**src/rtl/lzb_pkg.sv**
```systemverilog
// ----------------------------------------------------------------------------
// lzb_pkg
// Shared types and constants for the byte-token LZ decompressor.
// ----------------------------------------------------------------------------
package lzb_pkg;

  localparam int unsigned MAX_OUTPUT_DEF   = 32'hC000;
  localparam int unsigned WINDOW_DEPTH_DEF = 8192;

  localparam int unsigned BYTE_W     = 8;
  localparam int unsigned CNT_W      = 16;
  localparam int unsigned LEN_W      = 7;
  localparam int unsigned DH_W       = 12;
  localparam int unsigned DIST_W     = 13;
  localparam int unsigned CFG_IDX_W  = 1;
  localparam int unsigned CFG_DATA_W = 8;

  localparam logic [CFG_IDX_W-1:0] REG_FORMAT = 1'b0;
  localparam logic [CFG_IDX_W-1:0] REG_FINAL  = 1'b1;

  // fill length is token minus 61
  localparam logic [LEN_W-1:0] FILL_BIAS = 7'd61;
  localparam logic [LEN_W-1:0] REF_BIAS0 = 7'd3;
  localparam logic [LEN_W-1:0] REF_BIAS1 = 7'd5;

  typedef enum logic [1:0] {
    PH_TOKEN = 2'd0,
    PH_DIST  = 2'd1,
    PH_FILL  = 2'd2,
    PH_LIT   = 2'd3
  } phase_t;

  typedef enum logic [1:0] {
    FS_ONGOING = 2'd0,
    FS_OK      = 2'd1,
    FS_ERR     = 2'd2
  } status_t;

  typedef enum logic [1:0] {
    S_IDLE  = 2'd0,
    S_RUN   = 2'd1,
    S_FINAL = 2'd2
  } fsm_t;

  // one byte event from the sequencer to the write-back/packing stage
  typedef struct packed {
    logic    has_byte;
    logic    from_mem;
    logic    write;
    logic    last;
    status_t status;
  } iss_t;

endpackage

```
**src/rtl/lzb_in_if.sv**
```systemverilog
// ----------------------------------------------------------------------------
// lzb_in_if
// Compressed byte channel: valid/ready with one packed byte per request.
// ----------------------------------------------------------------------------
interface lzb_in_if;
  logic       valid;
  logic       ready;
  logic [7:0] packed_byte;
  logic       stream_end;

  modport source (output valid, output packed_byte, output stream_end, input ready);
  modport sink (input valid, input packed_byte, input stream_end, output ready);
endinterface

```
**src/rtl/lzb_seq.sv**
```systemverilog
// ----------------------------------------------------------------------------
// lzb_seq
// Token decoder and byte sequencer: holds frame state, issues history reads
// for back-references and one byte event per cycle to the packing stage while it is ready.
// ----------------------------------------------------------------------------
module lzb_seq #(
  parameter int unsigned MAX_OUTPUT   = lzb_pkg::MAX_OUTPUT_DEF,
  parameter int unsigned WINDOW_DEPTH = lzb_pkg::WINDOW_DEPTH_DEF,
  localparam int unsigned AW = $clog2(WINDOW_DEPTH)
) (
  input  logic                                clk,
  input  logic                                rst,
  lzb_in_if.sink                              in_ch,
  input  logic                                cfg_we,
  input  logic [lzb_pkg::CFG_IDX_W-1:0]       cfg_idx,
  input  logic [lzb_pkg::CFG_DATA_W-1:0]      cfg_wdata,
  output lzb_pkg::iss_t                       iss,
  output logic                                iss_valid,
  input  logic                                iss_ready,
  output logic [7:0]                          iss_byte,
  output logic [AW-1:0]                       iss_waddr,
  output logic                                rd_en,
  output logic [AW-1:0]                       rd_addr
);

  import lzb_pkg::*;

  fsm_t              state, state_next;
  phase_t            phase, phase_next;
  logic              frame_done, frame_done_next;
  logic [AW-1:0]     wp, wp_next;
  logic [CNT_W-1:0]  produced, produced_next;
  logic [LEN_W-1:0]  plen, plen_next;
  logic [DH_W-1:0]   dh, dh_next;
  logic [DIST_W-1:0] ref_dist, ref_dist_next;
  logic [LEN_W-1:0]  cnt, cnt_next;
  logic              run_mem, run_mem_next;
  logic [7:0]        run_byte, run_byte_next;
  logic              run_end, run_end_next;
  logic              fmt;
  logic [7:0]        fin_byte;

  logic [7:0]        b;
  logic              e;
  logic              acc;
  logic [AW-1:0]     wp_inc;
  logic [CNT_W-1:0]  prod_inc;
  logic              cap_hit;
  logic [DIST_W-1:0] dist_calc;
  logic              dist_err;
  logic [AW:0]       diff;
  logic [AW:0]       diff_wrap;
  logic [LEN_W-1:0]  pl_dec;
  logic              lit_done;
  logic              lit_fin;
  logic              run_fin;

  assign b   = in_ch.packed_byte;
  assign e   = in_ch.stream_end;
  assign in_ch.ready = (state == S_IDLE) && iss_ready;
  assign acc = in_ch.valid && in_ch.ready;

  assign wp_inc   = (wp == AW'(WINDOW_DEPTH - 1)) ? '0 : wp + 1'b1;
  assign prod_inc = (produced == '1) ? produced : produced + 1'b1;
  assign cap_hit  = (32'(prod_inc) >= 32'(MAX_OUTPUT));

  assign dist_calc = DIST_W'(dh) + DIST_W'(b) + DIST_W'(2);
  assign dist_err  = (CNT_W'(dist_calc) > produced) || (32'(dist_calc) > 32'(WINDOW_DEPTH));

  // source address wraps around the window; distance is at least two, so the
  // byte being read has already been written back
  assign diff      = (AW+1)'(wp) - (AW+1)'(ref_dist);
  assign diff_wrap = diff + (AW+1)'(WINDOW_DEPTH);
  assign rd_addr   = diff[AW] ? diff_wrap[AW-1:0] : diff[AW-1:0];

  assign pl_dec   = (plen != '0) ? plen - 1'b1 : '0;
  assign lit_done = (pl_dec == '0);
  assign lit_fin  = e || cap_hit;
  assign run_fin  = run_end || cap_hit;

  // next state
  always_comb begin
    state_next = state;
    unique case (state)
      S_IDLE: begin
        if (acc && !frame_done) begin
          priority if (phase == PH_DIST && !dist_err) begin
            state_next = S_RUN;
          end else if (phase == PH_FILL) begin
            state_next = S_RUN;
          end else if (phase == PH_LIT && lit_done && lit_fin) begin
            state_next = S_FINAL;
          end else begin
            state_next = S_IDLE;
          end
        end
      end
      S_RUN: begin
        if (iss_ready && cnt == LEN_W'(1)) begin
          state_next = run_fin ? S_FINAL : S_IDLE;
        end
      end
      S_FINAL: begin
        if (iss_ready) begin
          state_next = S_IDLE;
        end
      end
      default: state_next = S_IDLE;
    endcase
  end

  // outputs and frame state updates
  always_comb begin
    phase_next      = phase;
    frame_done_next = frame_done;
    wp_next         = wp;
    produced_next   = produced;
    plen_next       = plen;
    dh_next         = dh;
    ref_dist_next   = ref_dist;
    cnt_next        = cnt;
    run_mem_next    = run_mem;
    run_byte_next   = run_byte;
    run_end_next    = run_end;
    iss_valid       = 1'b0;
    iss             = '0;
    iss_byte        = '0;
    iss_waddr       = wp;
    rd_en           = 1'b0;

    unique case (state)
      S_IDLE: begin
        if (acc) begin
          if (frame_done) begin
            if (e) begin
              wp_next = '0; produced_next = '0; phase_next = PH_TOKEN;
              plen_next = '0; dh_next = '0; frame_done_next = 1'b0;
            end
          end else begin
            unique case (phase)
              PH_DIST: begin
                phase_next = PH_TOKEN;
                if (dist_err) begin
                  iss_valid  = 1'b1;
                  iss.last   = 1'b1;
                  iss.status = FS_ERR;
                  frame_done_next = 1'b1;
                end else begin
                  ref_dist_next = dist_calc;
                  cnt_next      = plen;
                  run_mem_next  = 1'b1;
                  run_end_next  = e;
                end
              end
              PH_FILL: begin
                phase_next    = PH_TOKEN;
                cnt_next      = plen;
                run_mem_next  = 1'b0;
                run_byte_next = b;
                run_end_next  = e;
              end
              PH_LIT: begin
                iss_valid    = 1'b1;
                iss.has_byte = 1'b1;
                iss.write    = 1'b1;
                iss_byte     = b;
                wp_next       = wp_inc;
                produced_next = prod_inc;
                plen_next     = pl_dec;
                if (lit_done) begin
                  phase_next   = PH_TOKEN;
                  run_end_next = e;
                  iss.last     = !lit_fin;
                end else if (e) begin
                  // stream cut inside the literal run
                  iss.has_byte = 1'b0;
                  iss.write    = 1'b0;
                  iss.last     = 1'b1;
                  iss.status   = FS_ERR;
                end else begin
                  iss.last = 1'b1;
                end
              end
              PH_TOKEN: begin
                phase_next = PH_TOKEN;
                if (b == 8'd0) begin
                  iss_valid    = 1'b1;
                  iss.has_byte = 1'b1;
                  iss.last     = 1'b1;
                  iss.status   = FS_OK;
                  iss_byte     = fin_byte;
                  frame_done_next = 1'b1;
                end else begin
                  priority if (b[7]) begin
                    if (fmt) begin
                      plen_next = LEN_W'(b[7:4]) - REF_BIAS1;
                      dh_next   = {b[3:0], 8'h00};
                    end else begin
                      plen_next = LEN_W'(b[3:0]) + REF_BIAS0;
                      dh_next   = {1'b0, b[6:4], 8'h00};
                    end
                    phase_next = PH_DIST;
                  end else if (b[6]) begin
                    plen_next  = b[6:0] - FILL_BIAS;
                    phase_next = PH_FILL;
                  end else begin
                    plen_next  = LEN_W'(b[5:0]);
                    phase_next = PH_LIT;
                  end
                  if (e) begin
                    iss_valid  = 1'b1;
                    iss.last   = 1'b1;
                    iss.status = FS_ERR;
                  end
                end
              end
            endcase
            // a finish on a byte with stream_end starts a new frame at once
            if (e && (iss.status != FS_ONGOING)) begin
              wp_next = '0; produced_next = '0; phase_next = PH_TOKEN;
              plen_next = '0; dh_next = '0; frame_done_next = 1'b0;
            end
          end
        end
      end
      S_RUN: begin
        iss_valid    = 1'b1;
        iss.has_byte = 1'b1;
        iss.write    = 1'b1;
        iss.from_mem = run_mem;
        iss.last     = (cnt == LEN_W'(1)) && !run_fin;
        iss_byte     = run_byte;
        rd_en        = run_mem && iss_ready;
        if (iss_ready) begin
          wp_next       = wp_inc;
          produced_next = prod_inc;
          cnt_next      = cnt - 1'b1;
        end
      end
      S_FINAL: begin
        iss_valid    = 1'b1;
        iss.has_byte = 1'b1;
        iss.last     = 1'b1;
        iss.status   = FS_OK;
        iss_byte     = fin_byte;
        if (iss_ready) begin
          if (run_end) begin
            wp_next = '0; produced_next = '0; phase_next = PH_TOKEN;
            plen_next = '0; dh_next = '0; frame_done_next = 1'b0;
          end else begin
            frame_done_next = 1'b1;
          end
        end
      end
      default: begin
        iss_valid = 1'b0;
      end
    endcase
  end

  always_ff @(posedge clk) begin
    if (rst) begin
      state      <= S_IDLE;
      phase      <= PH_TOKEN;
      frame_done <= 1'b0;
      wp         <= '0;
      produced   <= '0;
      plen       <= '0;
      dh         <= '0;
      cnt        <= '0;
      fmt        <= 1'b0;
      fin_byte   <= '0;
    end else begin
      state      <= state_next;
      phase      <= phase_next;
      frame_done <= frame_done_next;
      wp         <= wp_next;
      produced   <= produced_next;
      plen       <= plen_next;
      dh         <= dh_next;
      cnt        <= cnt_next;
      if (cfg_we) begin
        unique case (cfg_idx)
          REG_FORMAT: fmt      <= cfg_wdata[0];
          REG_FINAL:  fin_byte <= cfg_wdata;
        endcase
      end
    end
  end

  always_ff @(posedge clk) begin
    ref_dist <= ref_dist_next;
    run_mem  <= run_mem_next;
    run_byte <= run_byte_next;
    run_end  <= run_end_next;
  end

endmodule

```
**src/flat_wrapper.sv**
```systemverilog
// flat-port wrapper written by rule: the top's interface ports become plain ports
module lzb_seq_flat import lzb_pkg::*;
#(
  parameter int unsigned MAX_OUTPUT   = lzb_pkg::MAX_OUTPUT_DEF,
  parameter int unsigned WINDOW_DEPTH = lzb_pkg::WINDOW_DEPTH_DEF,
  localparam int unsigned AW = $clog2(WINDOW_DEPTH)
)
  (clk, rst, cfg_we, cfg_idx, cfg_wdata, iss, iss_valid, iss_ready, iss_byte, iss_waddr, rd_en, rd_addr, in_ch_valid, in_ch_packed_byte, in_ch_stream_end, in_ch_ready);
  lzb_in_if in_ch_i ();
  input  logic clk;
  input  logic rst;
  input  logic cfg_we;
  input  logic [lzb_pkg::CFG_IDX_W-1:0] cfg_idx;
  input  logic [lzb_pkg::CFG_DATA_W-1:0] cfg_wdata;
  output lzb_pkg::iss_t iss;
  output logic iss_valid;
  input  logic iss_ready;
  output logic [7:0] iss_byte;
  output logic [AW-1:0] iss_waddr;
  output logic rd_en;
  output logic [AW-1:0] rd_addr;
  input wire logic [$bits(in_ch_i.valid)-1:0] in_ch_valid;
  input wire logic [$bits(in_ch_i.packed_byte)-1:0] in_ch_packed_byte;
  input wire logic [$bits(in_ch_i.stream_end)-1:0] in_ch_stream_end;
  output wire logic [$bits(in_ch_i.ready)-1:0] in_ch_ready;
  assign in_ch_i.valid = in_ch_valid;
  assign in_ch_i.packed_byte = in_ch_packed_byte;
  assign in_ch_i.stream_end = in_ch_stream_end;
  assign in_ch_ready = in_ch_i.ready;
  lzb_seq #(.MAX_OUTPUT(MAX_OUTPUT), .WINDOW_DEPTH(WINDOW_DEPTH)) u_core (.clk(clk), .rst(rst), .in_ch(in_ch_i), .cfg_we(cfg_we), .cfg_idx(cfg_idx), .cfg_wdata(cfg_wdata), .iss(iss), .iss_valid(iss_valid), .iss_ready(iss_ready), .iss_byte(iss_byte), .iss_waddr(iss_waddr), .rd_en(rd_en), .rd_addr(rd_addr));
endmodule
```
**config.mk**
```make
export PLATFORM = sky130hd
export DESIGN_NAME = lzb_seq_flat
export DESIGN_NICKNAME = d
export VERILOG_FILES = /design/src/rtl/lzb_pkg.sv /design/src/rtl/lzb_in_if.sv /design/src/rtl/lzb_seq.sv /design/src/flat_wrapper.sv
export SDC_FILE = /design/constraint.sdc
export NUM_CORES = 1
export LEC_CHECK = 0
export BUFFER_PORTS_ARGS = -buffer_cell sky130_fd_sc_hd__clkbuf_2
export CAP_MARGIN = 20
export CORE_MARGIN = 2
export CORE_UTILIZATION = 46
export DETAILED_ROUTE_END_ITERATION = 16
export PLACE_DENSITY_LB_ADDON = 0.3
export SLEW_MARGIN = 20
export SYNTH_ARGS = -nofsm -noshare
export SYNTH_HDL_FRONTEND = slang
export SYNTH_SLANG_ARGS = --single-unit
```
**constraint.sdc**
```tcl
create_clock -name clk -period 4.95 [get_ports clk]
set_input_delay 0.7425 -clock clk [delete_from_list [all_inputs] [get_ports clk]]
set_output_delay 0.7425 -clock clk [all_outputs]
set_load 0.01 [all_outputs]
```
==> flow_metrics.tcl <==
set metrics [dict create \
    outcome "completed" \
    area.growth.synth_to_final_pct 12.6 \
    synth_simple_gate_area_frac 0.250 \
    path_class "input port to output port" \
    start_kind "input port" \
    dr.pass1.iters 5 \
    critPathMaxFanout 10 \
    cts_buffer_depth 2 \
    core_mm2 0.0127 \
    post-cts-setup-buffers 0 \
    cp_num_buf_inv 3 \
    finalWirelength_um 16400 \
    synth_mux_area_frac 0.0118 \
    yosys.area.top_type "dfxtp_1" \
    r2r-end "u_core.produced[15]" \
    crit_family "simple AND/OR/NAND/NOR gates" \
    relSlewSlack 0.420 \
    p_sw_frac 0.340 \
    grt_pass1_wl_um 27100 \
    synth_compound_area_frac 0.214 \
    rsz0062_at_grt "no" \
    worstSkewPairLatency_ps 360 \
    syn_area_per_cell_um2 7.76 \
    drc 0 \
    initial_utilization 0.475 \
    finalHoldViolCount 0 \
    cpMaxStageDelayCell "nor3_1" \
    min_from "u_core.fin_byte[4]" \
    vias 5870 \
    synthesis.area_mm2 0.00604 \
    cts_resized 0 \
    ys_types 67 \
    synth_top_flop_cell "dfxtp_1" \
    synthesis.nets 848 \
    grt_max_degree 40 \
    seqPwrFrac 0.382 \
    synthAdderAreaFrac 0.0986 \
    cts.sinks 84 \
    synth_cells 778 \
    path_cells "clkbuf_2 -> ha_1 -> nand3_1 -> nor3_1 -> nand3_1 -> xnor2_1 -> ha_1 -> nand2_1 -> or2_1 -> a211oi_2 -> o211ai_1 -> buf_4 -> a21boi_0 -> clkbuf_2" \
    die_w_um 119 \
    hp-class "flip-flop to flip-flop" \
    p_switching_uw 669 \
    dp_hpwl_um 12000 \
    required_ps 4210 \
    ys.warnings.count 0 \
    place_congestion 0.974 \
    dieHeight_um 119 \
    dieArea_mm2 0.0141 \
    p_int_mw 1.30 \
    finalNonFillerCells 1001 \
    synth-edff-count 23 \
    end_kind "output port" \
    power_frac_clock 0.364 \
    ys_seq_elements 84 \
    whs_path_depth 2 \
    synth_top_area_share 0.202 \
    cts_buffers 9 \
    htree_levels 3 \
    reg2reg_slack_ps 1560 \
    clk_pin_slew_worst_paths_ps 70 \
    synth_top_family_by_area "simple AND/OR/NAND/NOR gates" \
    p_per_area_mw_per_mm2 289 \
    fill_cells 1272 \
    synthXorXnorAreaFrac 0.0392 \
    fin_crit_ps 4420 \
    root_buffer "clkbuf_16" \
    cp.arrival_ps 3680 \
    dp_cells 985 \
    reg2reg_from "u_core.dh[8]" \
    pre_cts_ws_ps 497 \
    setup_slack_ps 527 \
    drv_slew 0 \
    drtIter0Drc 509 \
    maxCapViolCount 0 \
    antenna_found_initial 0 \
    synth.area.top_cells "dfxtp_1 20%, edfxtp_1 11%, ha_1 9.5%" \
    io_buffers 65 \
    cts.hold.buffers_added 0 \
    report.final.setup_viol 0 \
    route.detailed.wl_per_inst_um 16.4 \
    synth_seq_area_share 0.317 \
    row_count 41 \
    ir_worst_vdd_mv 0.168 \
    setup_tns_ps 0 \
    io_pins 66 \
    fin_nets 894 \
    power_frac_comb 0.254 \
    tightest_slew_ps 867 \
    fin_crit_sh 0.894 \
    skew_ps 5.84 \
    cts_tree "built" \
    track_usage 0.235 \
    grt-ovfl-total 0 \
    clock.fmax_mhz 226 \
    final_area_mm2 0.00680 \
    grt_pass1_vias 5434 \
    p_leak_nw 2.70 \
    ant_nets 0 \
    hold_end "u_core.fin_byte[4]" \
    insertedDiodeCount 0 \
    place_area_mm2 0.00649 \
    drt-vias-per-instance 5.86 \
    r2r_cells 12 \
    drive_above_1_share 0.123 \
    postSynth.asyncResetShare 0 \
    cpPeakStageDelay_ps 350 \
]
routing by layer:
metal / GRT usage / share of wire / vias to the layer above
met4: 0.0751 / 0.019 / 0
met5: 0 / 0 / -
met3: 0.0516 / 0.060 / 26
met2: 0.364 / 0.45 / 185
met1: 0.324 / 0.47 / 2752
li1: - / - / 2907
power by group through the flow:
stage	sequential [mW]	clock [mW]	combinational, mW
floorplan	0.756	0	0.355
global placement	0.766	0	0.488
detailed placement	0.766	0	0.488
CTS	0.750	0.727	0.491
global route	0.754	0.749	0.550
finish	0.750	0.716	0.498
registers in the layout (all words and copies together), names as in the netlist:
register           cells
u_core.run_mem         1
u_core.fin_byte        8
u_core.plen            7
u_core.iss_waddr      13
u_core.dh              4
u_core.frame_done      1
u_core.run_end         1
u_core.state           2
u_core.run_byte        8
u_core.phase           2
u_core.cnt             7
u_core.ref_dist       13
u_core.fmt             1
u_core.produced       16
synthesized netlist by cell type, drive strengths merged (5+ instances only):
| cell | instances |
|---|---|
| a21o | 5 |
| a21oi | 69 |
| a222oi | 9 |
| a31oi | 9 |
| a32oi | 8 |
| and2 | 6 |
| and3 | 9 |
| buf | 16 |
| clkbuf | 26 |
| dfxtp | 61 |
| edfxtp | 23 |
| ha | 46 |
| inv | 65 |
| mux2i | 6 |
| nand2 | 75 |
| nand2b | 10 |
| nand3 | 48 |
| nand4 | 22 |
| nor2 | 65 |
| nor2b | 8 |
| nor3 | 19 |
| nor4 | 7 |
| o211ai | 8 |
| o21a | 6 |
| o21ai | 49 |
| o31ai | 8 |
| or3 | 14 |
| or4 | 6 |
| xnor2 | 22 |
| xor2 | 5 |
stage by stage:
stage          hold WS [ps]  total power [mW]   util
5_1_grt                 485              2.05  0.535
4_1_cts                 460              1.97  0.535
3_3_place_gp            446              1.25  0.510
2_1_floorplan           436              1.11      -
6_report                460              1.96  0.535
3_5_place_dp            451              1.25  0.510
worst reg2reg max path: stages, from the launching register on:
cell and delay [ps]:
dfxtp_1 410, and3_1 190, nand3_1 90, xnor2_1 170, ha_1 300, nand3_1 80
or2_1 250, a211oi_2 280, o211ai_1 160, buf_4 200, a21o_1 360, o21ai_2 620
nor3_1 130
final cells by class:
| type | count | area, µm² | share of cell area |
|---|---|---|---|
| Clock inverter | 7 | 83.8 | 0.0123 |
| Sequential cell | 84 | 1910 | 0.281 |
| Timing Repair Buffer | 77 | 415 | 0.0611 |
| Clock buffer | 9 | 225 | 0.0331 |
| Multi-Input combinational cell | 587 | 3710 | 0.545 |
| Tap cell | 172 | 215 | 0.0316 |
| Inverter | 65 | 244 | 0.0359 |
kinds of logic after synthesis:
| family | after synthesis |
|---|---|
| adder cells (fa/ha/maj) | 47 |
| XOR/XNOR | 27 |
| AND/OR/NAND/NOR | 304 |
| multiplexers | 7 |
| AO/OA/AOI/OAI | 202 |
| flip-flops | 84 |
| buffers and inverters | 107 |
layout by cell type (no fill, tap or decap), types with 3 or more instances in the layout:
cell type,synthesis,final
nand2_1,75,75
a21oi_1,68,68
inv_1,65,65
nor2_1,65,65
clkbuf_2,0,65
dfxtp_1,61,61
nand3_1,48,48
ha_1,46,46
o21ai_0,45,45
edfxtp_1,23,23
xnor2_1,22,22
nand4_1,22,22
nor3_1,19,19
or3_1,14,14
buf_4,0,12
nand2b_1,10,10
and3_1,9,9
a222oi_1,9,9
a31oi_1,9,9
clkbuf_16,0,9
nor2b_1,8,8
o211ai_1,8,8
o31ai_1,8,8
a32oi_1,8,8
nor4_1,6,6
o21a_1,6,6
mux2i_1,6,6
xor2_1,5,5
and2_1,5,5
a21o_1,5,5
or4_1,5,5
and4_1,4,4
a41oi_1,4,4
a21boi_0,3,3
a32o_1,3,3
o21ai_1,3,3
how the worst max path moves through the flow:
stage / start / end / slack, ps / cells after the start
2_1_floorplan: in_ch_packed_byte[7] / iss[2] / 920 / 15
3_3_place_gp: in_ch_packed_byte[1] / u_core.produced[15] / 550 / 15
3_5_place_dp: in_ch_packed_byte[1] / u_core.produced[13] / 500 / 16
4_1_cts: in_ch_packed_byte[1] / iss[1] / 540 / 14
5_1_grt: in_ch_packed_byte[1] / iss[2] / 280 / 15
6_report: in_ch_packed_byte[1] / iss[1] / 530 / 14
(Power assumes the default switching activity.)
