`src/rtl/lzb_pkg.sv`:
```
// ----------------------------------------------------------------------------
// lzb_pkg
// Shared types and constants for the byte-token LZ decompressor.
// ----------------------------------------------------------------------------
package lzb_pkg;

  localparam int unsigned MAX_OUTPUT_DEF   = 32'hC000;
  localparam int unsigned WINDOW_DEPTH_DEF = 8192;

  localparam int unsigned BYTE_W     = 8;
  localparam int unsigned CNT_W      = 16;
  localparam int unsigned LEN_W      = 7;
  localparam int unsigned DH_W       = 12;
  localparam int unsigned DIST_W     = 13;
  localparam int unsigned CFG_IDX_W  = 1;
  localparam int unsigned CFG_DATA_W = 8;

  localparam logic [CFG_IDX_W-1:0] REG_FORMAT = 1'b0;
  localparam logic [CFG_IDX_W-1:0] REG_FINAL  = 1'b1;

  // fill length is token minus 61
  localparam logic [LEN_W-1:0] FILL_BIAS = 7'd61;
  localparam logic [LEN_W-1:0] REF_BIAS0 = 7'd3;
  localparam logic [LEN_W-1:0] REF_BIAS1 = 7'd5;

  typedef enum logic [1:0] {
    PH_TOKEN = 2'd0,
    PH_DIST  = 2'd1,
    PH_FILL  = 2'd2,
    PH_LIT   = 2'd3
  } phase_t;

  typedef enum logic [1:0] {
    FS_ONGOING = 2'd0,
    FS_OK      = 2'd1,
    FS_ERR     = 2'd2
  } status_t;

  typedef enum logic [1:0] {
    S_IDLE  = 2'd0,
    S_RUN   = 2'd1,
    S_FINAL = 2'd2
  } fsm_t;

  // one byte event from the sequencer to the write-back/packing stage
  typedef struct packed {
    logic    has_byte;
    logic    from_mem;
    logic    write;
    logic    last;
    status_t status;
  } iss_t;

endpackage

```
`src/rtl/lzb_out_if.sv`:
```
// ----------------------------------------------------------------------------
// lzb_out_if
// Decoded byte channel: valid/ready with up to two bytes per request.
// ----------------------------------------------------------------------------
interface lzb_out_if;
  logic       valid;
  logic       ready;
  logic [7:0] first_byte;
  logic [7:0] second_byte;
  logic [1:0] byte_count;
  logic       run_last;
  logic [1:0] frame_status;

  modport source (
    output valid, output first_byte, output second_byte, output byte_count,
    output run_last, output frame_status, input ready
  );
  modport sink (
    input valid, input first_byte, input second_byte, input byte_count,
    input run_last, input frame_status, output ready
  );
endinterface

```
`src/rtl/lzb_pack.sv`:
```
// ----------------------------------------------------------------------------
// lzb_pack
// Write-back stage and output packer: takes one byte event per cycle while the
// output is free; writes history; pairs bytes into the registered result.
// ----------------------------------------------------------------------------
module lzb_pack #(
  parameter int unsigned WINDOW_DEPTH = lzb_pkg::WINDOW_DEPTH_DEF,
  localparam int unsigned AW = $clog2(WINDOW_DEPTH)
) (
  input  logic           clk,
  input  logic           rst,
  input  lzb_pkg::iss_t  iss,
  input  logic           iss_valid,
  output logic           iss_ready,
  input  logic [7:0]     iss_byte,
  input  logic [AW-1:0]  iss_waddr,
  input  logic [7:0]     rd_data,
  output logic           wr_en,
  output logic [AW-1:0]  wr_addr,
  output logic [7:0]     wr_data,
  lzb_out_if.source      out_ch
);

  import lzb_pkg::*;

  logic          bv;
  iss_t          bctl;
  logic [7:0]    bimm;
  logic [AW-1:0] baddr;
  logic          half_v;
  logic [7:0]    half_b;

  logic          ovalid;
  logic [7:0]    o_first;
  logic [7:0]    o_second;
  logic [1:0]    o_count;
  logic          o_last;
  status_t       o_status;

  logic [7:0]    bbyte;
  logic          completes;
  logic          out_free;
  logic          b_done;

  assign bbyte     = bctl.from_mem ? rd_data : bimm;
  assign completes = bctl.last || half_v;
  assign out_free  = !ovalid || out_ch.ready;
  assign b_done    = bv && (!completes || out_free);
  assign iss_ready = !bv || b_done;

  assign wr_en   = b_done && bctl.write;
  assign wr_addr = baddr;
  assign wr_data = bbyte;

  assign out_ch.valid        = ovalid;
  assign out_ch.first_byte   = o_first;
  assign out_ch.second_byte  = o_second;
  assign out_ch.byte_count   = o_count;
  assign out_ch.run_last     = o_last;
  assign out_ch.frame_status = o_status;

  always_ff @(posedge clk) begin
    if (rst) begin
      bv     <= 1'b0;
      half_v <= 1'b0;
      ovalid <= 1'b0;
    end else begin
      if (iss_ready) begin
        bv <= iss_valid;
      end
      if (b_done && completes) begin
        half_v <= 1'b0;
      end else if (b_done && bctl.has_byte) begin
        half_v <= 1'b1;
      end
      if (b_done && completes) begin
        ovalid <= 1'b1;
      end else if (out_ch.ready) begin
        ovalid <= 1'b0;
      end
    end
  end

  always_ff @(posedge clk) begin
    if (iss_valid && iss_ready) begin
      bctl  <= iss;
      bimm  <= iss_byte;
      baddr <= iss_waddr;
    end
    if (b_done && !completes) begin
      half_b <= bbyte;
    end
    if (b_done && completes) begin
      o_last   <= bctl.last;
      o_status <= bctl.last ? bctl.status : FS_ONGOING;
      priority if (!bctl.has_byte) begin
        o_first  <= '0;
        o_second <= '0;
        o_count  <= 2'd0;
      end else if (half_v) begin
        o_first  <= half_b;
        o_second <= bbyte;
        o_count  <= 2'd2;
      end else begin
        o_first  <= bbyte;
        o_second <= '0;
        o_count  <= 2'd1;
      end
    end
  end

endmodule

```
`src/flat_wrapper.sv`:
```
// flat-port wrapper written by rule: the top's interface ports become plain ports
module lzb_pack_flat import lzb_pkg::*;
#(
  parameter int unsigned WINDOW_DEPTH = lzb_pkg::WINDOW_DEPTH_DEF,
  localparam int unsigned AW = $clog2(WINDOW_DEPTH)
)
  (clk, rst, iss, iss_valid, iss_ready, iss_byte, iss_waddr, rd_data, wr_en, wr_addr, wr_data, out_ch_valid, out_ch_first_byte, out_ch_second_byte, out_ch_byte_count, out_ch_run_last, out_ch_frame_status, out_ch_ready);
  lzb_out_if out_ch_i ();
  input  logic clk;
  input  logic rst;
  input  lzb_pkg::iss_t iss;
  input  logic iss_valid;
  output logic iss_ready;
  input  logic [7:0] iss_byte;
  input  logic [AW-1:0] iss_waddr;
  input  logic [7:0] rd_data;
  output logic wr_en;
  output logic [AW-1:0] wr_addr;
  output logic [7:0] wr_data;
  output wire logic [$bits(out_ch_i.valid)-1:0] out_ch_valid;
  output wire logic [$bits(out_ch_i.first_byte)-1:0] out_ch_first_byte;
  output wire logic [$bits(out_ch_i.second_byte)-1:0] out_ch_second_byte;
  output wire logic [$bits(out_ch_i.byte_count)-1:0] out_ch_byte_count;
  output wire logic [$bits(out_ch_i.run_last)-1:0] out_ch_run_last;
  output wire logic [$bits(out_ch_i.frame_status)-1:0] out_ch_frame_status;
  input wire logic [$bits(out_ch_i.ready)-1:0] out_ch_ready;
  assign out_ch_valid = out_ch_i.valid;
  assign out_ch_first_byte = out_ch_i.first_byte;
  assign out_ch_second_byte = out_ch_i.second_byte;
  assign out_ch_byte_count = out_ch_i.byte_count;
  assign out_ch_run_last = out_ch_i.run_last;
  assign out_ch_frame_status = out_ch_i.frame_status;
  assign out_ch_i.ready = out_ch_ready;
  lzb_pack #(.WINDOW_DEPTH(WINDOW_DEPTH)) u_core (.clk(clk), .rst(rst), .iss(iss), .iss_valid(iss_valid), .iss_ready(iss_ready), .iss_byte(iss_byte), .iss_waddr(iss_waddr), .rd_data(rd_data), .wr_en(wr_en), .wr_addr(wr_addr), .wr_data(wr_data), .out_ch(out_ch_i));
endmodule
```
`config.mk`:
```
export PLATFORM = sky130hd
export DESIGN_NAME = lzb_pack_flat
export DESIGN_NICKNAME = d
export VERILOG_FILES = /design/src/rtl/lzb_pkg.sv /design/src/rtl/lzb_out_if.sv /design/src/rtl/lzb_pack.sv /design/src/flat_wrapper.sv
export SDC_FILE = /design/constraint.sdc
export NUM_CORES = 1
export LEC_CHECK = 0
export BUFFER_PORTS_ARGS = -buffer_cell sky130_fd_sc_hd__buf_2
export CORE_UTILIZATION = 32
export DETAILED_ROUTE_END_ITERATION = 16
export PLACE_DENSITY_LB_ADDON = 0.25
export SYNTH_ARGS = -nofsm -noshare
export SYNTH_HDL_FRONTEND = slang
export SYNTH_SLANG_ARGS = --single-unit
```
`constraint.sdc`:
```
create_clock -name clk -period 6.2 [get_ports clk]
set_input_delay 0.93 -clock clk [delete_from_list [all_inputs] [get_ports clk]]
set_output_delay 0.93 -clock clk [all_outputs]
set_load 0.01 [all_outputs]
```
==> key figures, run 1 <==
Layout
  • Share of layout cells above drive strength 1: 49.5%
  • Layout Cells excl Fill: 287
  • Fill cell count: 603
  • Area grow syn2layout: 29.1%
  • Final nets: 244
  • Ant. Diodes: 0
  • Most common cell after layout, fill and taps aside: buf_2
  • Most frequent cells in the layout: 83 x buf_2, 56 x edfxtp_1, 10 x nand2b_1
  • Post-layout util: 43.6%

Global routing
  • Gr ovfl total: 0
  • First-pass GRT wire length: 5830 um
  • Initial antenna violation count: 0
  • Tot GR Track Use: 11.2%
  • Vias in the first global route: 1223
  • Largest net degree at the start of global routing: 28

Pwr
  • PwrDens: 282 nW/um2
  • Peak supply drop: 168 uV
  • Static leakage: 1.19 nW

Worst hold path
  • HP Start: u_core.bctl[1]$_DFFE_PP_
  • Worst hold path cell count: 1
  • Hold Crit Class: reg -> reg
  • WHS Endpoint: u_core.out_ch.frame_status[1]$_SDFFCE_PN0P_

STA
  • Final setup TNS: 0 ps
  • Worst Tran Pin Value: 1120 ps
  • Final hold violations: 0
  • Final WS setup: 3270 ps
  • Max-slew violations: 0
  • Setup violators final: 0
  • Rel. slew slack: 25.3%
  • RSZ-0062 raised after global routing: no
  • Fin Clk Skew: 4.35 ps
  • Tcrit/Tclk final: 47.3%
  • Fin crit period: 2930 ps
  • FMAX: 341 MHz

Clock network
  • Clock transition at path regs: 60 ps
  • Setup Fix Bufs, Post-CTS: 0
  • Resized cells post-CTS: 0
  • Clk buf depth: 2
  • TritonCTS clock tree: built
  • Root Driver: clkbuf_8
  • Sink Count: 59
  • H-tree levels: 3
  • TritonCTS buffer count: 9
  • Worst skew pair latency: 320 ps
  • Hold bufs inserted after CTS: 0

Worst setup path
  • Worst R2R Start: u_core.half_v$_SDFFE_PP0P_
  • Cell family with most CP delay: flip-flops
  • Crit path launch type: flop
  • CP peak stage delay: 780 ps
  • CP Capture Type: output pin
  • Setup CP Type: reg -> out
  • CP Data Required Time: 5270 ps
  • Buf/Inv on CP: 1
  • CP max-delay cell: dfxtp_1
  • CP arrival: 2000 ps
  • Worst reg-to-reg path cell count: 2
  • CP cell instances: o21ai_0 -> or2_2 -> buf_2
  • CP max FO: 23
  • R2r setup slk: 3750 ps
  • Reg2reg end: u_core.bimm[7]$_DFFE_PP_
  • Setup crit start: u_core.half_v$_SDFFE_PP0P_

Placed design
  • IO buf count: 83
  • Post-Place Cells: 271
  • Pre-CTS setup slack: 3580 ps
  • Dpl hpwl: 2730 um
  • RePlAce Congestion: 0.747

Routing
  • Antenna-violating nets left: 0
  • Vias: 1258
  • First drt pass iteration count: 10
  • Vias/cell: 4.38
  • WL final: 3750 um
  • Starting DRC count in detailed routing: 51
  • DR WL/cell: 13.1 um
  • DRC viols: 6

Synth
  • Seq cells post-synth: 59
  • Post-synthesis mux area share: 5.47%
  • Synth area leaders: edfxtp_1 77%, mux2_4 5.5%, o211a_1 4.1%
  • Mapped cell area: 2190 um2
  • Area share of fa/ha/maj cells after synthesis: 0%
  • Post-synth top area share: 76.6%
  • Syn Area/Cell: 19.1 um2
  • Post-Synthesis Cells: 115
  • Sequential element share of the synthesized area: 79.4%
  • Yosys warns: 0
  • Syn nets: 154
  • Synth Area in Compound Gates: 5.64%
  • Post-Synth XOR/XNOR Area: 0%
  • Largest family of logic cells by synthesized area: simple AND/OR/NAND/NOR gates
  • Yosys top cell by area: edfxtp_1
  • Post-synthesis simple-gate area fraction: 7.87%
  • Synth cell types: 21

Run
  • Total of max-cap violations: 0

Outcome
  • Status: complete, but fails checks
  • Violated checks: DRC

Floorplan
  • Die height: 84.8 um
  • Total I/O pin count: 84
  • Die area: 7190 um2
  • Initial Util: 33.8%
  • Area of the core: 6490 um2
  • Die X: 84.8 um
  • Site row count: 29
==> cell usage after synthesis <==
cell / instances
o31ai_1: 1
nor3b_1: 1
buf_6: 1
o21a_1: 1
nand2_1: 1
dfxtp_1: 3
mux2_4: 8
nand2b_1: 10
inv_1: 2
a21oi_1: 1
buf_2: 2
and2_1: 3
edfxtp_1: 56
or2_2: 1
a221oi_1: 1
nand3b_1: 1
nor2b_1: 10
o211a_1: 9
nor2_1: 1
o21ai_0: 1
buf_4: 1
==> area by class of cell <==
cell class              count  area (um2)  share of cell area [%]
clock inverters             4        17.5                   0.618
clock buffers              12         135                    4.77
flip-flops and latches     59        1740                    61.5
multi-input cells          50         419                    14.8
well taps                  77        96.3                    3.40
repair buffers             83         415                    14.7
inverters                   2        7.51                   0.265
==> cell families (layout without fill, tap and decap cells) <==
family,count (synthesis),after routing
muxes,8,8
AOI/OAI and AO/OA,14,14
and+or+nand+nor,28,28
buffers and inverters,6,101
DFF,59,59
==> worst register-to-register path, stage by stage, from the launching register on <==
cell and delay, ps:
dfxtp_1 530, o21ai_0 600, o21a_1 920
==> flip-flops by register name (all words and copies together), names as in the netlist, 2 cells and up <==
name	count
u_core.out_ch.frame_status	2
u_core.out_ch.second_byte	8
u_core.half_b	8
u_core.bctl	6
u_core.out_ch.byte_count	2
u_core.out_ch.first_byte	8
u_core.bimm	8
u_core.wr_addr	13
==> routing by layer <==
metal | part of all wire, % | wire (um) | global-route usage (%) | vias up
met5 | 0 | 0 | 0 | -
met4 | 1.0 | 38 | 4.16 | 0
met1 | 43 | 1620 | 12.5 | 568
met3 | 11 | 401 | 8.17 | 5
met2 | 45 | 1690 | 16.8 | 70
li1 | - | - | - | 615
==> power by group <==
part	switching [mW]	internal, mW	total (mW)	leakage [nW]
Sequential	0.00834	0.458	0.466	0.557
Combinational	0.0301	0.0307	0.0608	0.558
Clock	0.132	0.141	0.273	0.0792
Total	0.170	0.630	0.800	1.19
==> metrics by stage <==
step	cell area (um2)	hold slack [ps]	power, mW
after floorplan	2190	501	0.505
after global placement	2680	526	0.536
after detailed placement	2680	525	0.537
after CTS	2830	540	0.813
after global routing	2830	566	0.836
final	2830	532	0.800
==> worst max-delay path by stage <==
stage,to,slack (ps),cells after the start
2_1_floorplan,u_core.out_ch.byte_count[0]$_SDFFCE_PN0P_,3670,2
3_3_place_gp,iss_ready,3590,4
3_5_place_dp,iss_ready,3580,4
4_1_cts,iss_ready,3240,3
5_1_grt,iss_ready,3080,3
6_report,iss_ready,3270,3
(Power assumes the default switching activity.)
==> run 2: changes to the inputs <==
Clock period 6.2 ns to 2.4 ns, I/O delays scaled along.
==> key figures, run 2 (synthesis results as in run 1) <==
Outcome
  • Status: complete, but fails checks
  • Violated checks: DRC

Layout
  • Most common cell after layout, fill and taps aside: buf_2
  • Register Area: 1740 um2
  • Fill cell count: 614
  • Multi-input logic area: 419 um2
  • Number of flip-flops in the largest register: 13
  • Area grow syn2layout: 33.0%
  • Ant. Diodes: 0
  • Final nets: 247
  • Most frequent cells in the layout: 83 x buf_2, 56 x edfxtp_1, 13 x clkbuf_8
  • Share of layout cells above drive strength 1: 51.6%

Clock network
  • H-tree levels: 3
  • Root Driver: clkbuf_8
  • TritonCTS clock tree: built
  • Setup Fix Bufs, Post-CTS: 0
  • Clock transition at path regs: 70 ps
  • Sink Count: 59
  • Hold bufs inserted after CTS: 0
  • Resized cells post-CTS: 0
  • TritonCTS buffer count: 9
  • Worst skew pair latency: 320 ps
  • Clk buf depth: 2

Worst setup path
  • Crit path launch type: flop
  • CP Data Required Time: 2040 ps
  • CP peak stage delay: 460 ps
  • CP arrival: 1550 ps
  • Setup CP Type: reg -> out
  • CP max-delay cell: o21ai_0
  • CP cell instances: o21ai_0 -> or2_2 -> buf_2
  • CP max FO: 7
  • CP Capture Type: output pin

Routing
  • Vias: 1279
  • Vias/cell: 4.41
  • DR WL/cell: 13.1 um
  • Antenna-violating nets left: 0
  • DRC viols: 6
  • WL final: 3800 um
  • Starting DRC count in detailed routing: 69
  • First drt pass iteration count: 11

Global routing
  • Tot GR Track Use: 11.5%
  • Gr ovfl total: 0
  • Vias in the first global route: 1219
  • Largest net degree at the start of global routing: 28
  • First-pass GRT wire length: 6010 um
  • Initial antenna violation count: 0

STA
  • Final setup TNS: 0 ps
  • Tcrit/Tclk final: 79.8%
  • Max-slew violations: 0
  • Final WS setup: 485 ps
  • Fin crit period: 1910 ps
  • FMAX: 522 MHz
  • Fin Clk Skew: 8.99 ps
  • Final hold violations: 0
  • RSZ-0062 raised after global routing: no
  • Setup violators final: 0
  • Worst Tran Pin Value: 1030 ps
  • Rel. slew slack: 31.0%

Floorplan
  • Total I/O pin count: 84
  • Site row count: 29
  • Die X: 84.8 um
  • Area of the core: 6490 um2
  • Die area: 7190 um2
  • Die height: 84.8 um
  • Initial Util: 33.8%

Placed design
  • IO buf count: 83
  • RePlAce Congestion: 0.741
  • Pre-CTS setup slack: 483 ps
  • Dpl hpwl: 2710 um

Pwr
  • Static leakage: 1.24 nW
  • Peak supply drop: 664 uV
  • PwrDens: 792 nW/um2

Run
  • Total of max-cap violations: 0

Worst hold path
  • Hold Crit Class: in -> reg
-- run 2: cell count changes in the layout (fill, tap and decap cells not counted), sizes merged --
cell,before,now
buf,83,86
clkinv,4,0
clkbuf,12,15
bufinv,0,1
-- run 2: worst paths after layout --
kind                             from                                          to  slack, ps  cells after the start
max          u_core.bctl[2]$_DFFE_PP_                                   iss_ready        490                      3
min                      iss_waddr[1]                 u_core.wr_addr[1]$_DFFE_PP_        200                      1
max reg2reg  u_core.bctl[2]$_DFFE_PP_  u_core.out_ch.second_byte[1]$_SDFFCE_PN0P_        510                      2
min reg2reg    u_core.bv$_SDFFE_PP0P_                  u_core.half_v$_SDFFE_PP0P_        550                      2
-- run 2: power by group --
part           leakage (nW)  switching, mW  internal, mW  total [mW]
logic                 0.574         0.0820        0.0821       0.164
clock network         0.110          0.355         0.594       0.949
registers             0.557         0.0178          1.18        1.20
-- run 2: routing by layer --
| layer | share of wire, % | global-route usage (%) |
|---|---|---|
| met5 | 0 | 0 |
| met4 | 1.2 | 4.16 |
| met2 | 43 | 16.4 |
| met3 | 10 | 8.17 |
| met1 | 45 | 13.7 |
-- run 2: through the flow --
step	hold WS [ps]	total power [mW]	instance area, um2	std cells	util (%)
2_1_floorplan	429	1.31	2190	115	-
3_3_place_gp	536	1.39	2700	274	41.6
3_5_place_dp	539	1.39	2700	274	41.6
4_1_cts	179	2.35	2920	290	44.9
5_1_grt	166	2.41	2920	290	44.9
6_report	205	2.31	2920	290	44.9
-- run 2: layout make-up --
| cell class | instances | share of cell area [%] |
|---|---|---|
| Sequential cell | 59 | 59.7 |
| Timing Repair Buffer | 86 | 15.0 |
| Multi-Input combinational cell | 50 | 14.4 |
| Clock buffer | 15 | 6.39 |
| Tap cell | 77 | 3.30 |
| Clock inverter | 1 | 1.03 |
| Inverter | 2 | 0.257 |
-- run 2: critical path: cells and delay by family, from the launching register on --
family | cells | cell delay [ps]
buffers and inverters | 1 | 120
AO/OA/AOI/OAI | 1 | 460
AND/OR/NAND/NOR | 1 | 190
flip-flops | 1 | 450
==> run 3: changes to the inputs <==
Settings changed: ABC_AREA set to 1.
Clock period 2.4 ns to 1.55 ns, I/O delays scaled along.
==> key figures, run 3 <==
Synth
  • Most frequent cell after synthesis: edfxtp_1
  • Post-synthesis simple-gate area fraction: 7.40%
  • Syn nets: 187
  • Number of synthesized flops with an enable pin: 56
  • Syn Area/Cell: 14.3 um2
  • Seq cells post-synth: 59
  • Async set-reset flop share out of synthesis: 0%
  • Synth area leaders: edfxtp_1 80%, inv_1 5.0%, nand2_1 4.4%
  • Top FF cell, synth: edfxtp_1
  • Post-synth top area share: 79.6%
  • Post-Synth XOR/XNOR Area: 0%
  • Largest family of logic cells by synthesized area: simple AND/OR/NAND/NOR gates
  • Synth cell types: 12
  • Sequential element share of the synthesized area: 82.4%
  • Post-Synthesis Cells: 148
  • Commonest cells in the netlist: 56 x edfxtp_1, 28 x inv_1, 25 x nand2_1
  • Area share of fa/ha/maj cells after synthesis: 0%
  • Yosys top cell by area: edfxtp_1
  • Synth Area in Compound Gates: 4.50%
  • Yosys warns: 0
  • Mapped cell area: 2110 um2
  • Post-synthesis mux area share: 0%

Clock network
  • Hold bufs inserted after CTS: 0
  • TritonCTS buffer count: 9
  • Worst skew pair latency: 330 ps
  • H-tree levels: 3
  • Clock transition at path regs: 70 ps
  • Root Driver: clkbuf_8
  • Clk buf depth: 2
  • Sink Count: 59
  • TritonCTS clock tree: built

Routing
  • Vias: 1479
  • DRC viols: 0
  • Starting DRC count in detailed routing: 42
  • WL final: 4150 um
  • DR WL/cell: 12.0 um
  • Vias/cell: 4.27
  • Antenna-violating nets left: 0
  • First drt pass iteration count: 4

Floorplan
  • Initial Util: 33.3%
  • Area of the core: 6350 um2
  • Die height: 83.3 um
  • Total I/O pin count: 84
  • Site row count: 29
  • Die area: 6930 um2
  • Die X: 83.3 um

Placed design
  • Placed Area: 2740 um2
  • RePlAce Congestion: 0.758
  • Dpl hpwl: 2900 um
  • IO buf count: 83

Global routing
  • Vias in the first global route: 1395
  • Tot GR Track Use: 12.3%
  • Initial antenna violation count: 0
  • First-pass GRT wire length: 6280 um
  • Largest net degree at the start of global routing: 22
  • Gr ovfl total: 0

Layout
  • Most common cell after layout, fill and taps aside: buf_2
  • Finished Cell Area: 3220 um2
  • Share of layout cells above drive strength 1: 55.8%
  • Multi-input logic area: 382 um2
  • Post-layout util: 50.7%
  • Ant. Diodes: 0
  • Area grow syn2layout: 52.4%
  • Most frequent cells in the layout: 76 x buf_2, 56 x edfxtp_1, 19 x inv_1
  • Fill cell count: 554
  • Register Area: 1740 um2
  • Final nets: 303
  • Number of flip-flops in the largest register: 13

STA
  • Max-slew violations: 0
  • RSZ-0062 raised after global routing: yes
  • Setup violators final: 0
  • Final setup TNS: 0 ps
  • Worst Tran Pin Value: 344 ps
  • Tcrit/Tclk final: 98.3%
  • WHS: 73.5 ps
  • Fin Clk Skew: 10.5 ps
  • Final hold violations: 0
  • FMAX: 656 MHz
  • Rel. slew slack: 77.0%
  • Fin crit period: 1520 ps

Worst setup path
  • CP max-delay cell: edfxtp_1
  • CP max FO: 5
  • Setup CP Type: reg -> out
  • CP arrival: 1290 ps
  • Cell family with most CP delay: flip-flops
  • Worst R2R Start: u_core.half_v$_SDFFE_PP0P_
  • Reg2reg end: u_core.wr_addr[5]$_DFFE_PP_
  • CP peak stage delay: 450 ps
  • Crit path launch type: flop
  • Most used cell, CP: buf_6
  • Buf/Inv on CP: 3
  • R2r setup slk: 160 ps
  • CP Data Required Time: 1320 ps
  • Worst reg-to-reg path cell count: 6
  • CP cell instances: buf_6 -> o21ai_4 -> inv_2 -> buf_6
  • CP Capture Type: output pin

Pwr
  • Seq pwr share: 50.2%
  • Static leakage: 1.40 nW
  • Peak supply drop: 599 uV
  • Gate power share: 10.1%
  • Clock power frac: 39.7%
  • PwrDens: 1150 nW/um2
  • Psw: 791 uW
  • Internal: 2.91 mW
  • Switch share: 21.4%

Outcome
  • Status: finished clean

Worst hold path
  • Worst hold path cell count: 1
  • HP Start: iss_waddr[8]
  • WHS Endpoint: u_core.wr_addr[8]$_DFFE_PP_
  • Hold Crit Class: in -> reg

Run
  • Total of max-cap violations: 0
-- run 3: power groups by stage --
stage	clock (mW)	sequential [mW]	combinational, mW
CTS	1.51	1.85	0.295
floorplan	0	1.90	0.0982
global placement	0	1.88	0.275
finish	1.47	1.86	0.372
detailed placement	0	1.89	0.279
global route	1.58	1.86	0.407
-- run 3: area by class of cell --
| cell class | instances | area share, % |
|---|---|---|
| inverters | 29 | 3.50 |
| flip-flops and latches | 59 | 54.1 |
| multi-input cells | 59 | 11.8 |
| repair buffers | 106 | 21.1 |
| well taps | 77 | 2.99 |
| clock inverters | 6 | 2.49 |
| clock buffers | 10 | 3.96 |
-- run 3: kinds of logic (layout without fill, tap and decap cells) --
family,Yosys count,in the layout
AO/OA/AOI/OAI,19,19
buffers and inverters,30,151
flip-flops,59,59
AND/OR/NAND/NOR,40,40
-- run 3: repair_timing --
action / in CTS / in global routing
gates cloned: 0 / 1
endpoints found under the setup margin: 9 / 9
pin swaps: 0 / 11
setup buffers: 3 / 8
resized for setup: 8 / 47
-- run 3: how the worst max path moves through the flow --
stage                                                start                           end  slack, ps  cells past startpoint
final                             u_core.bctl[4]$_DFFE_PP_                    wr_data[1]         30                      4
after global routing              u_core.bctl[4]$_DFFE_PP_                    wr_data[2]        -40                      4
after CTS                         u_core.bctl[4]$_DFFE_PP_                    wr_data[0]        -80                      4
after detailed placement          u_core.bctl[2]$_DFFE_PP_   u_core.wr_addr[6]$_DFFE_PP_        120                      6
after global placement            u_core.bctl[2]$_DFFE_PP_  u_core.wr_addr[11]$_DFFE_PP_        150                      6
after floorplan           u_core.out_ch.valid$_SDFFE_PP0P_      u_core.bctl[0]$_DFFE_PP_          6                      5
-- run 3: metrics by stage --
stage	worst slack [ps]	std cells	power (mW)
floorplan	5.54	148	2.00
global placement	151	318	2.16
detailed placement	120	318	2.17
CTS	-80.0	337	3.66
global route	-35.5	346	3.85
finish	25.9	346	3.70
-- run 3: per-layer routing --
layer	up-vias	wire length (um)	GRT usage, %
li1	733	-	-
met1	660	1690	12.7
met2	72	1940	18.6
met3	14	395	6.36
met4	0	135	10.0
met5	-	0	0
